[src/hdl/u8u16_pkg.sv]
// Shared types, constants and the lead byte length function of the transcoder.
`timescale 1ns / 1ps

package u8u16_pkg;

    // Longest sequence any configuration may use; job storage is sized by it.
    localparam int SEQ_LIMIT   = 6;
    localparam int FLUSH_SLOTS = SEQ_LIMIT - 1;

    // Job queue between the front and back parts. The depth is a power of two.
    localparam int QUEUE_DEPTH = 4;
    localparam int QPTR_W      = $clog2(QUEUE_DEPTH);
    localparam int QCNT_W      = $clog2(QUEUE_DEPTH + 1);

    localparam logic [7:0]  CONT_MASK    = 8'hC0;
    localparam logic [7:0]  CONT_TAG     = 8'h80;
    localparam logic [7:0]  LEAD_MASK    = 8'h7F;
    localparam logic [15:0] SURR_HI_BASE = 16'hD7C0;
    localparam logic [15:0] SURR_LO_BASE = 16'hDC00;
    localparam logic [31:0] PLANE_ONE    = 32'h0001_0000;

    // One result beat as it leaves the block.
    typedef struct packed {
        logic [15:0] code;
        logic        tail_flag;
        logic [2:0]  left;
    } t_beat;

    // Work for one accepted byte: held bytes to flush first, then up to two
    // finished beats (a unit, a surrogate pair or the end status).
    typedef struct packed {
        logic [2:0]                  flush_cnt;
        logic [FLUSH_SLOTS-1:0][7:0] flush;
        logic [1:0]                  tail_cnt;
        t_beat [1:0]                 tail;
    } t_job;

    // Sequence length announced by a byte; 1 for anything that opens nothing.
    function automatic logic [2:0] lead_len(input logic [7:0] b);
        logic [2:0] len;
        if (b < 8'hC0) begin
            len = 3'd1;
        end else if (b < 8'hE0) begin
            len = 3'd2;
        end else if (b < 8'hF0) begin
            len = 3'd3;
        end else if (b < 8'hF8) begin
            len = 3'd4;
        end else if (b < 8'hFC) begin
            len = 3'd5;
        end else if (b < 8'hFE) begin
            len = 3'd6;
        end else begin
            len = 3'd1;
        end
        return len;
    endfunction

endpackage

[src/hdl/u8u16_front.sv]
// Front part: holds the open sequence, classifies each byte and builds its job.
`timescale 1ns / 1ps

module u8u16_front #(
    parameter int MAX_SEQUENCE_BYTES = 6
) (
    input  logic            i_clk,
    input  logic            i_rst_n,
    input  logic            i_accept,
    input  logic [7:0]      i_data_byte,
    input  logic            i_end_of_text,
    output logic            o_push,
    output u8u16_pkg::t_job o_job
);

    localparam int HELD_DEPTH = MAX_SEQUENCE_BYTES - 1;
    localparam int VW         = 5 * MAX_SEQUENCE_BYTES + 1;

    logic [HELD_DEPTH-1:0][7:0] r_held, n_held;
    logic [2:0]                 r_exp, n_exp;
    logic [2:0]                 r_cnt, n_cnt;

    logic [2:0]    len_raw, len;
    logic          is_cont;
    logic [VW-1:0] acc, dec;
    logic          big;
    logic [15:0]   surr_hi, surr_lo;
    u8u16_pkg::t_job job;

    assign len_raw = u8u16_pkg::lead_len(i_data_byte);
    assign len     = (len_raw > 3'(MAX_SEQUENCE_BYTES)) ? 3'd1 : len_raw;
    assign is_cont = (i_data_byte & u8u16_pkg::CONT_MASK) == u8u16_pkg::CONT_TAG;

    // Assemble the value for every possible length; the open length selects.
    always_comb begin
        acc = '0;
        dec = '0;
        for (int l = 2; l <= MAX_SEQUENCE_BYTES; l++) begin
            acc = VW'(r_held[0] & (u8u16_pkg::LEAD_MASK >> l));
            for (int i = 1; i < l - 1; i++) begin
                acc = (acc << 6) | VW'(r_held[i][5:0]);
            end
            acc = (acc << 6) | VW'(i_data_byte[5:0]);
            if (r_exp == 3'(l)) begin
                dec = acc;
            end
        end
    end

    assign big     = dec >= VW'(u8u16_pkg::PLANE_ONE);
    assign surr_hi = 16'(VW'(u8u16_pkg::SURR_HI_BASE) + (dec >> 10));
    assign surr_lo = u8u16_pkg::SURR_LO_BASE | {6'd0, dec[9:0]};

    always_comb begin
        n_held = r_held;
        n_exp  = r_exp;
        n_cnt  = r_cnt;
        job    = '0;

        if ((r_exp != 3'd0) && is_cont) begin
            if (3'(r_cnt + 3'd1) == r_exp) begin
                if (big) begin
                    job.tail[0].code = surr_hi;
                    job.tail[1].code = surr_lo;
                    job.tail_cnt     = 2'd2;
                end else begin
                    job.tail[0].code = dec[15:0];
                    job.tail_cnt     = 2'd1;
                end
                n_exp = 3'd0;
                n_cnt = 3'd0;
            end else begin
                for (int j = 0; j < HELD_DEPTH; j++) begin
                    if (r_cnt == 3'(j)) begin
                        n_held[j] = i_data_byte;
                    end
                end
                n_cnt = 3'(r_cnt + 3'd1);
            end
        end else begin
            // A broken sequence gives back its held bytes before the new byte.
            if (r_exp != 3'd0) begin
                job.flush_cnt = r_cnt;
                for (int j = 0; j < HELD_DEPTH; j++) begin
                    job.flush[j] = r_held[j];
                end
            end
            if (len == 3'd1) begin
                job.tail[0].code = {8'd0, i_data_byte};
                job.tail_cnt     = 2'd1;
                n_exp            = 3'd0;
                n_cnt            = 3'd0;
            end else begin
                n_held[0] = i_data_byte;
                n_cnt     = 3'd1;
                n_exp     = len;
            end
        end

        // Text ends inside a sequence: report and drop what is held.
        if (i_end_of_text && (n_exp != 3'd0)) begin
            job.tail[0].code      = 16'd0;
            job.tail[0].tail_flag = 1'b1;
            job.tail[0].left      = n_cnt;
            job.tail_cnt          = 2'd1;
            n_exp                 = 3'd0;
            n_cnt                 = 3'd0;
        end
    end

    always_ff @(posedge i_clk) begin
        if (!i_rst_n) begin
            r_exp <= 3'd0;
            r_cnt <= 3'd0;
        end else if (i_accept) begin
            r_exp <= n_exp;
            r_cnt <= n_cnt;
        end
    end

    always_ff @(posedge i_clk) begin
        if (i_accept) begin
            r_held <= n_held;
        end
    end

    assign o_job  = job;
    assign o_push = i_accept && ((job.flush_cnt != 3'd0) || (job.tail_cnt != 2'd0));

endmodule

[src/hdl/u8u16_queue.sv]
// Short job queue between the front and back parts.
`timescale 1ns / 1ps

module u8u16_queue (
    input  logic            i_clk,
    input  logic            i_rst_n,
    input  logic            i_push,
    input  u8u16_pkg::t_job i_job,
    input  logic            i_pop,
    output logic            o_full,
    output logic            o_nonempty,
    output u8u16_pkg::t_job o_head
);

    u8u16_pkg::t_job r_mem [u8u16_pkg::QUEUE_DEPTH];

    logic [u8u16_pkg::QPTR_W-1:0] r_wp, r_rp;
    logic [u8u16_pkg::QCNT_W-1:0] r_count;

    always_ff @(posedge i_clk) begin
        if (!i_rst_n) begin
            r_wp    <= '0;
            r_rp    <= '0;
            r_count <= '0;
        end else begin
            if (i_push) begin
                r_wp <= r_wp + 1'b1;
            end
            if (i_pop) begin
                r_rp <= r_rp + 1'b1;
            end
            if (i_push && !i_pop) begin
                r_count <= r_count + 1'b1;
            end else if (!i_push && i_pop) begin
                r_count <= r_count - 1'b1;
            end
        end
    end

    always_ff @(posedge i_clk) begin
        if (i_push) begin
            r_mem[r_wp] <= i_job;
        end
    end

    assign o_full     = r_count == u8u16_pkg::QCNT_W'(u8u16_pkg::QUEUE_DEPTH);
    assign o_nonempty = r_count != '0;
    assign o_head     = r_mem[r_rp];

endmodule

[src/hdl/u8u16_back.sv]
// Back part: unrolls each job into result beats through the output register.
`timescale 1ns / 1ps

module u8u16_back (
    input  logic            i_clk,
    input  logic            i_rst_n,
    input  u8u16_pkg::t_job i_head,
    input  logic            i_head_valid,
    output logic            o_pop,
    output logic            o_valid,
    input  logic            i_stall,
    output logic [15:0]     o_code_unit,
    output logic            o_incomplete_tail,
    output logic [2:0]      o_leftover_bytes,
    output logic            o_last_of_run
);

    logic            r_busy;
    u8u16_pkg::t_job r_job;
    logic            r_valid;
    u8u16_pkg::t_beat r_beat;
    logic            r_last;

    u8u16_pkg::t_job  cur, rem;
    u8u16_pkg::t_beat beat;
    logic             have, out_free, step, last;

    assign cur      = r_busy ? r_job : i_head;
    assign have     = r_busy || i_head_valid;
    assign out_free = !r_valid || !i_stall;
    assign step     = out_free && have;
    assign last     = (4'(cur.flush_cnt) + 4'(cur.tail_cnt)) == 4'd1;

    // Flushed bytes go out first, then the finished beats, one per cycle unless the output stalls.
    always_comb begin
        rem  = cur;
        beat = '0;
        if (cur.flush_cnt != 3'd0) begin
            beat.code = {8'd0, cur.flush[0]};
            for (int k = 0; k < u8u16_pkg::FLUSH_SLOTS - 1; k++) begin
                rem.flush[k] = cur.flush[k+1];
            end
            rem.flush[u8u16_pkg::FLUSH_SLOTS-1] = 8'd0;
            rem.flush_cnt = cur.flush_cnt - 3'd1;
        end else begin
            beat         = cur.tail[0];
            rem.tail[0]  = cur.tail[1];
            rem.tail[1]  = '0;
            rem.tail_cnt = cur.tail_cnt - 2'd1;
        end
    end

    always_ff @(posedge i_clk) begin
        if (!i_rst_n) begin
            r_busy  <= 1'b0;
            r_valid <= 1'b0;
        end else if (out_free) begin
            r_valid <= have;
            if (step) begin
                r_busy <= !last;
            end
        end
    end

    always_ff @(posedge i_clk) begin
        if (step) begin
            r_job  <= rem;
            r_beat <= beat;
            r_last <= last;
        end
    end

    assign o_pop             = step && !r_busy;
    assign o_valid           = r_valid;
    assign o_code_unit       = r_beat.code;
    assign o_incomplete_tail = r_beat.tail_flag;
    assign o_leftover_bytes  = r_beat.left;
    assign o_last_of_run     = r_last;

endmodule

[src/hdl/utf8_to_utf16_transcoder.sv]
// Top level of the UTF-8 to UTF-16 transcoder.
//
//   Channel | Direction | Handshake          | Beat payload
//   --------+-----------+--------------------+-------------------------------------------
//   input   | in        | i_valid / o_stall  | i_data_byte, i_end_of_text
//   output  | out       | o_valid / i_stall  | o_code_unit, o_incomplete_tail,
//           |           |                    | o_leftover_bytes, o_last_of_run
//
// One input beat is taken per cycle while the job queue has room; every byte is
// classified in the cycle it is taken. Each byte yields zero to six output beats,
// and the back part sends one beat per cycle unless the output stalls, so the
// sustained rate is one byte per cycle for plain text. A result passes through
// the job queue and then the output register before it shows up on the output.
// Reset is synchronous and active low; it closes any open sequence and empties
// the queue and the output register. o_stall rises only when the queue is full,
// and an output stall holds the output register and then backs up the queue.
`timescale 1ns / 1ps

module utf8_to_utf16_transcoder #(
    parameter int MAX_SEQUENCE_BYTES = 6
) (
    input  logic        i_clk,
    input  logic        i_rst_n,
    input  logic        i_valid,
    output logic        o_stall,
    input  logic [7:0]  i_data_byte,
    input  logic        i_end_of_text,
    output logic        o_valid,
    input  logic        i_stall,
    output logic [15:0] o_code_unit,
    output logic        o_incomplete_tail,
    output logic [2:0]  o_leftover_bytes,
    output logic        o_last_of_run
);

    logic            accept;
    logic            push, pop, full, nonempty;
    u8u16_pkg::t_job push_job, head_job;

    // A byte is taken whenever the queue can hold its job, whatever the
    // output side is doing.
    assign accept  = i_valid && !full;
    assign o_stall = full;

    u8u16_front #(
        .MAX_SEQUENCE_BYTES(MAX_SEQUENCE_BYTES)
    ) u_front (
        .i_clk        (i_clk),
        .i_rst_n      (i_rst_n),
        .i_accept     (accept),
        .i_data_byte  (i_data_byte),
        .i_end_of_text(i_end_of_text),
        .o_push       (push),
        .o_job        (push_job)
    );

    // Bytes that only extend a sequence produce no job and skip the queue.
    u8u16_queue u_queue (
        .i_clk     (i_clk),
        .i_rst_n   (i_rst_n),
        .i_push    (push),
        .i_job     (push_job),
        .i_pop     (pop),
        .o_full    (full),
        .o_nonempty(nonempty),
        .o_head    (head_job)
    );

    // The back part takes a job straight from the queue head, so a job of
    // one beat leaves the queue as its beat is sent.
    u8u16_back u_back (
        .i_clk            (i_clk),
        .i_rst_n          (i_rst_n),
        .i_head           (head_job),
        .i_head_valid     (nonempty),
        .o_pop            (pop),
        .o_valid          (o_valid),
        .i_stall          (i_stall),
        .o_code_unit      (o_code_unit),
        .o_incomplete_tail(o_incomplete_tail),
        .o_leftover_bytes (o_leftover_bytes),
        .o_last_of_run    (o_last_of_run)
    );

endmodule

[config.mk]
export PLATFORM = sky130hd
export DESIGN_NAME = utf8_to_utf16_transcoder
export DESIGN_NICKNAME = d
export VERILOG_FILES = /design/src/hdl/u8u16_pkg.sv /design/src/hdl/u8u16_front.sv /design/src/hdl/u8u16_queue.sv /design/src/hdl/u8u16_back.sv /design/src/hdl/utf8_to_utf16_transcoder.sv
export SDC_FILE = /design/constraint.sdc
export NUM_CORES = 1
export LEC_CHECK = 0
export BUFFER_PORTS_ARGS = -buffer_cell sky130_fd_sc_hd__buf_2
export CAP_MARGIN = 15
export CORE_MARGIN = 3
export CORE_UTILIZATION = 45
export DETAILED_ROUTE_END_ITERATION = 10
export PLACE_DENSITY = 0.58
export RECOVER_POWER = 25
export SYNTH_ARGS = -nofsm -noshare
export SYNTH_HDL_FRONTEND = slang
export SYNTH_SLANG_ARGS = --single-unit
[constraint.sdc]
create_clock -name i_clk -period 12 [get_ports i_clk]
set_input_delay 2.4 -clock i_clk [delete_from_list [all_inputs] [get_ports i_clk]]
set_output_delay 2.4 -clock i_clk [all_outputs]
set_load 0.02 [all_outputs]
* Word level (Yosys, flattened, before mapping)
Memory sizes are Yosys's and may differ from the RTL's. A register that Yosys moved wholly into a read port is not among the register bits.
Cells that the tools add are included.
** Operators by class
- Reductions and logical operators :: 32
- Add/sub/neg operators :: 9
- Equality and inequality tests :: 17
- Multiplexer cells :: 48
- Bitwise operators :: 16
- Order comparisons :: 8
** Operators with widths (count)
- 31-bit two-way mux :: 5
- 43-bit two-way mux :: 3
- 31-bit by 6-bit OR with 31-bit output :: 4
- 85-bit two-way mux :: 1
- 16-bit two-way mux :: 5
- 25-bit by 6-bit OR with 25-bit output :: 2
- 8-bit less-than comparator, second input constant :: 6
- 3-bit two-way mux :: 16
- 8-bit two-way mux :: 6
- 42-bit two-way mux :: 1
- 31-bit by 17-bit greater-or-equal comparator with 1-bit output, second input constant :: 1
- 20-bit two-way mux :: 1
- 4-bit AND reduction :: 5
- 19-bit by 6-bit OR with 19-bit output :: 1
- 18-bit two-way mux :: 1
- 16-bit adder, first input constant :: 1
- 3-bit == test, second input constant :: 5
- 15-bit by 6-bit OR with 15-bit output :: 1
- 3-bit nonzero test :: 5
- 14-bit by 6-bit OR with 14-bit output :: 1
- 13-bit by 6-bit OR with 13-bit output :: 1
- 3-bit by 2-bit == test with 1-bit output, second input constant :: 4
- 11-bit by 6-bit OR with 11-bit output :: 1
- 2-bit two-way mux :: 5
- 24 further kinds :: 48
** Storage, ports and cells
- Word-level logic and storage cells :: 161
- Memories kept :: 1
- Output and inout bits :: 23
- Input port bits :: 13
- RAM bits :: 324
- Flip-flop bits (word level) :: 161
** Memory list
- u_queue.r_mem :: words 4, bits a word 81, read ports 1, clocked after memory_dff 1, wr ports 1, line u8u16_queue.sv:15 : u8u16_pkg::t_job r_mem [u8u16_pkg::QUEUE_DEPTH];

* Longest topological paths before layout
- Word-level depth :: 22
- Mapped depth :: 13
- Mapped depth without buffers :: 12

* Hierarchy
From an unflattened synthesis, not the netlist that was laid out.
** Second synthesis, totals
- Cells, all modules :: 1243
- Area, all modules :: 21939.8 µm²
** Modules (own cells, without submodules)
- u8u16_queue :: times used 1, sequential area each 10390.0 µm², cells an instance 487, area an instance 12766.0 µm²
- u8u16_back :: times used 1, sequential area each 3223.1 µm², cells an instance 342, area an instance 5485.3 µm²
- u8u16_front :: times used 1, sequential area each 1321.3 µm², cells an instance 413, area an instance 3674.8 µm²
- utf8_to_utf16_transcoder :: times used 1, sequential area each 0.0 µm², cells an instance 1, area an instance 13.8 µm²

* Worst setup path after synthesis
No wires, ideal clock.
- Path type :: input to register
- Start :: input i_stall
- End :: register u_queue.r_count[2] (netlist bit)
- Slack :: 2.808 ns
- Library setup time :: 0.076 ns
- Stages on the path :: 9
- Data required time :: 11.924 ns
- Data arrival time :: 9.117 ns
- Buffers on the path :: 0
- Cell sequence :: a21oi_1 -> nor2b_1 -> inv_1 -> ha_1 -> inv_1 -> fa_1 -> xor2_1 -> or3_1 -> a21boi_0
** On the way
- Cells in the longest elaborated chain, start to end :: 7
- Elaborated cells on any way between the ends :: 9
- Those cells by class :: mux (1); reduce/logical (8)
** RTL lines
- start, declared :: line utf8_to_utf16_transcoder.sv:29 : input logic i_stall,
- 1-bit zero test (*) :: line u8u16_back.sv:30 : assign out_free = !r_valid || !i_stall;
- 1-bit logical OR (*) :: line u8u16_back.sv:30
- 1-bit logical AND (*) :: line u8u16_back.sv:31 : assign step = out_free && have;
- 1-bit logical AND (*) :: line u8u16_back.sv:73 : assign o_pop = step && !r_busy;
- 1-bit zero test :: line u8u16_queue.sv:32 : if (i_push && !i_pop) begin
- 1-bit logical AND :: line u8u16_queue.sv:32
- 3-bit two-way mux or 2-bit nonzero test (tied branches)
- end signal, assigned :: line u8u16_queue.sv:33 : r_count <= r_count + 1'b1;
- end signal, assigned :: line u8u16_queue.sv:35 : r_count <= r_count - 1'b1;
- end, declared :: line u8u16_queue.sv:18 : logic [u8u16_pkg::QCNT_W-1:0] r_count;
Mark *: on every way between the ends. The rest lies on a longest branch, timed or not.
A chain may end at the register's enable or synchronous reset.

==> metrics <==
status=complete, but fails checks; failing checks=capacitance limit, slew limit; CTS max path bufs=3; dpl ws=6010 ps; non-filler instance count after layout=between 1500 and 2000; Root Driver=clkbuf_16; largest net degree at the start of global routing=65; combinational cell fraction of total power=25.6%; io pins=36; Hold Crit Class=flop to flop; Ys Warns=0; Int Power=3.68 mW; Nets=1247; Avg WL per Cell=roughly 23 um; Clock power frac=28.2%; Final HPWL DP=27500 um; DR iter-0 viols=slightly above 1000; CP max FO=62; initial antenna violation count=0; clock-pin slew on the worst setup and hold paths=60 ps; vias in the first global route=10600; area post-placement=0.0209 mm2; Syn Inst Count=1179; Buffers on Ports=35; final instance area=0.0224 mm2; hold path startpoint=u_back.o_valid; Critical Path RT=about 12000 ps; Net Count, Synth=1211; switch share=28.9%; post_cts resized=0; ys flop type=edfxtp_1; P per Cell Area=231 mW/mm2; post-route ant nets=0; sequential share of power=between 40% and 50%; CTS tree=built; Psw=1.50 mW; width of the die=218 um; Slew Viols, Final=207; Seq/Total Area, Yosys=~69%; Clock Sinks=467; Slew headroom=-155%; # rows=76; Max stage delay cell, worst path=clkbuf_1; Leak=7.19 nW; VDD IR max=~0.12 mV; final core occ=51.3%; Routed WL=~43000 um; FFs w/ async S/R, synth=0%; Hold Vio Cnt, Final=0; CP Launch Type=flop; Critical Path AT=7670 ps; vias=10400; grt total ovfl=0; first-pass GRT wire length=66200 um; Worst Tran Pin Value=3820 ps; crit path time final=7410 ps; Clock Skews=18.1 ps; FMAX=0.135 GHz; Vias/cell=5.68; Cell Area, Synth=0.0201 mm2; postcts setup bufs=0; max-cap violations=4; RePlAce Congestion=0.875; TNS Setup=0 ps; Hold Buf Count CTS=0; setup slack after layout=4590 ps; crit end category=flop; Clock Latency Late Sink=580 ps; CTS HTree Levels=2; fraction of layout cells with a size suffix above 1=between 10% and 20%; fin crit share=61.7%; Ant. Diodes=0; Total Die Area=0.0473 mm2; hold_ws=483 ps; Synth Area per Inst=17.1 um2; Tot Pwr=5.17 mW; area added between synthesis and finish=11.2%; EDFF count, synth=450; WS Path Type=flop to flop; All-Layer GR Usage=18.5%; Residual DRC=0; Finish-stage setup viols=0; chip height=218 um; flops & latches, synth=467; RSZ-0062 raised after global routing=false; CP max stage delay=around 2500 ps; Cell variety after synth=74; Starting Density=46.2%; core box area=0.0436 mm2; iteration count of the initial detailed-routing pass=5; DP Cell Count=1750; CTS buffer count=48; CP Cell Sequence=clkbuf_1 -> mux4_2 -> mux2i_1 -> ha_1 -> buf_4 -> mux2i_1; CP most frequent cell=mux2i_1
-- per-layer routing --
metal | wire (um) | global-route usage, % | vias to the layer above | part of all wire, %
met5 | 0 | 0 | - | 0
met4 | 669 | 4.83 | 0 | 1.6
met3 | 2350 | 3.33 | 50 | 5.5
met2 | 19900 | 28.0 | 292 | 46
met1 | 20200 | 27.9 | 5355 | 47
li1 | - | - | 4736 | -
-- cell type report --
class,instances,area (um2)
fill,3521,21200
sequential,467,13900
multi-input combinational,625,5910
clock buffer,59,1260
tap,585,732
timing repair buffer,53,287
clock inverter,28,273
inverter,20,75.1
-- Yosys cell counts (all sizes together), types with 9 or more instances --
library cell | instances | area [um2]
a21oi | 20 | 115
and2 | 61 | 382
and3 | 12 | 75.1
and3b | 9 | 78.8
buf | 31 | 181
clkbuf | 36 | 135
dfxtp | 17 | 340
edfxtp | 450 | 13500
ha | 17 | 213
inv | 19 | 71.3
mux2 | 11 | 131
mux2i | 141 | 1410
mux4 | 76 | 1710
nand2 | 35 | 131
nand3 | 17 | 85.1
nor2 | 39 | 146
nor2b | 34 | 213
nor3 | 11 | 65.1
o21ai | 24 | 131
-- sequential cells by signal, summed over array words and instances (netlist names), named ones only --
signal                    count
u_front.r_held               40
u_front.r_cnt                 3
u_queue.r_count               3
u_queue.r_rp                  2
u_back.o_code_unit           16
u_front.r_exp                 3
u_back.o_valid                1
u_back.r_job                 85
u_queue.r_mem               304
u_back.o_last_of_run          1
u_queue.r_wp                  2
u_back.o_incomplete_tail      1
u_back.r_busy                 1
u_back.o_leftover_bytes       3
-- worst max-delay path: cells and delay by family, from the launching register on --
family / cells / cell delay (ps)
buffers and inverters: 2 / 3400
adder cells (fa/ha/maj): 1 / 1310
flip-flops: 1 / 1150
multiplexers: 3 / 1110
-- power by group through the flow --
stage / sequential [mW] / clock, mW / combinational (mW)
3_3_place_gp: 2.40 / 0 / 1.33
6_report: 2.39 / 1.46 / 1.33
3_5_place_dp: 2.41 / 0 / 1.35
4_1_cts: 2.38 / 1.50 / 1.35
5_1_grt: 2.43 / 1.57 / 1.46
2_1_floorplan: 2.43 / 0 / 0.975
-- logic make-up (layout without fill, tap and decap cells) --
kind of cell    after synthesis  in the layout  share of synthesized area (%)
simple gates                255            255                           7.14
flops                       467            467                           68.8
mux                         228            228                           16.2
compound gates              109            109                           4.12
fa+ha+maj                    19             19                           1.25
xor+xnor                     14             14                          0.609
buf+inv                      87            160                           1.94
-- layout by cell type, fill, tap and decap left out, types with 25 or more instances in the layout --
cell and n:
mux2i_1 141, clkbuf_16 49, and2_0 26, edfxtp_1 450, mux4_2 76, nor2b_1 34, and2_1 31, nor2_1 38
nand2_1 35, buf_2 25
-- path summary, 6_finish.rpt --
path	depth (start not counted)	slack, ps	to
min	2	480	u_back.o_valid
min reg2reg	2	480	u_back.o_valid
max	6	4590	u_back.o_code_unit[4]
max reg2reg	6	4590	u_back.o_code_unit[4]
Note: power is estimated with default switching activity, not from simulation.
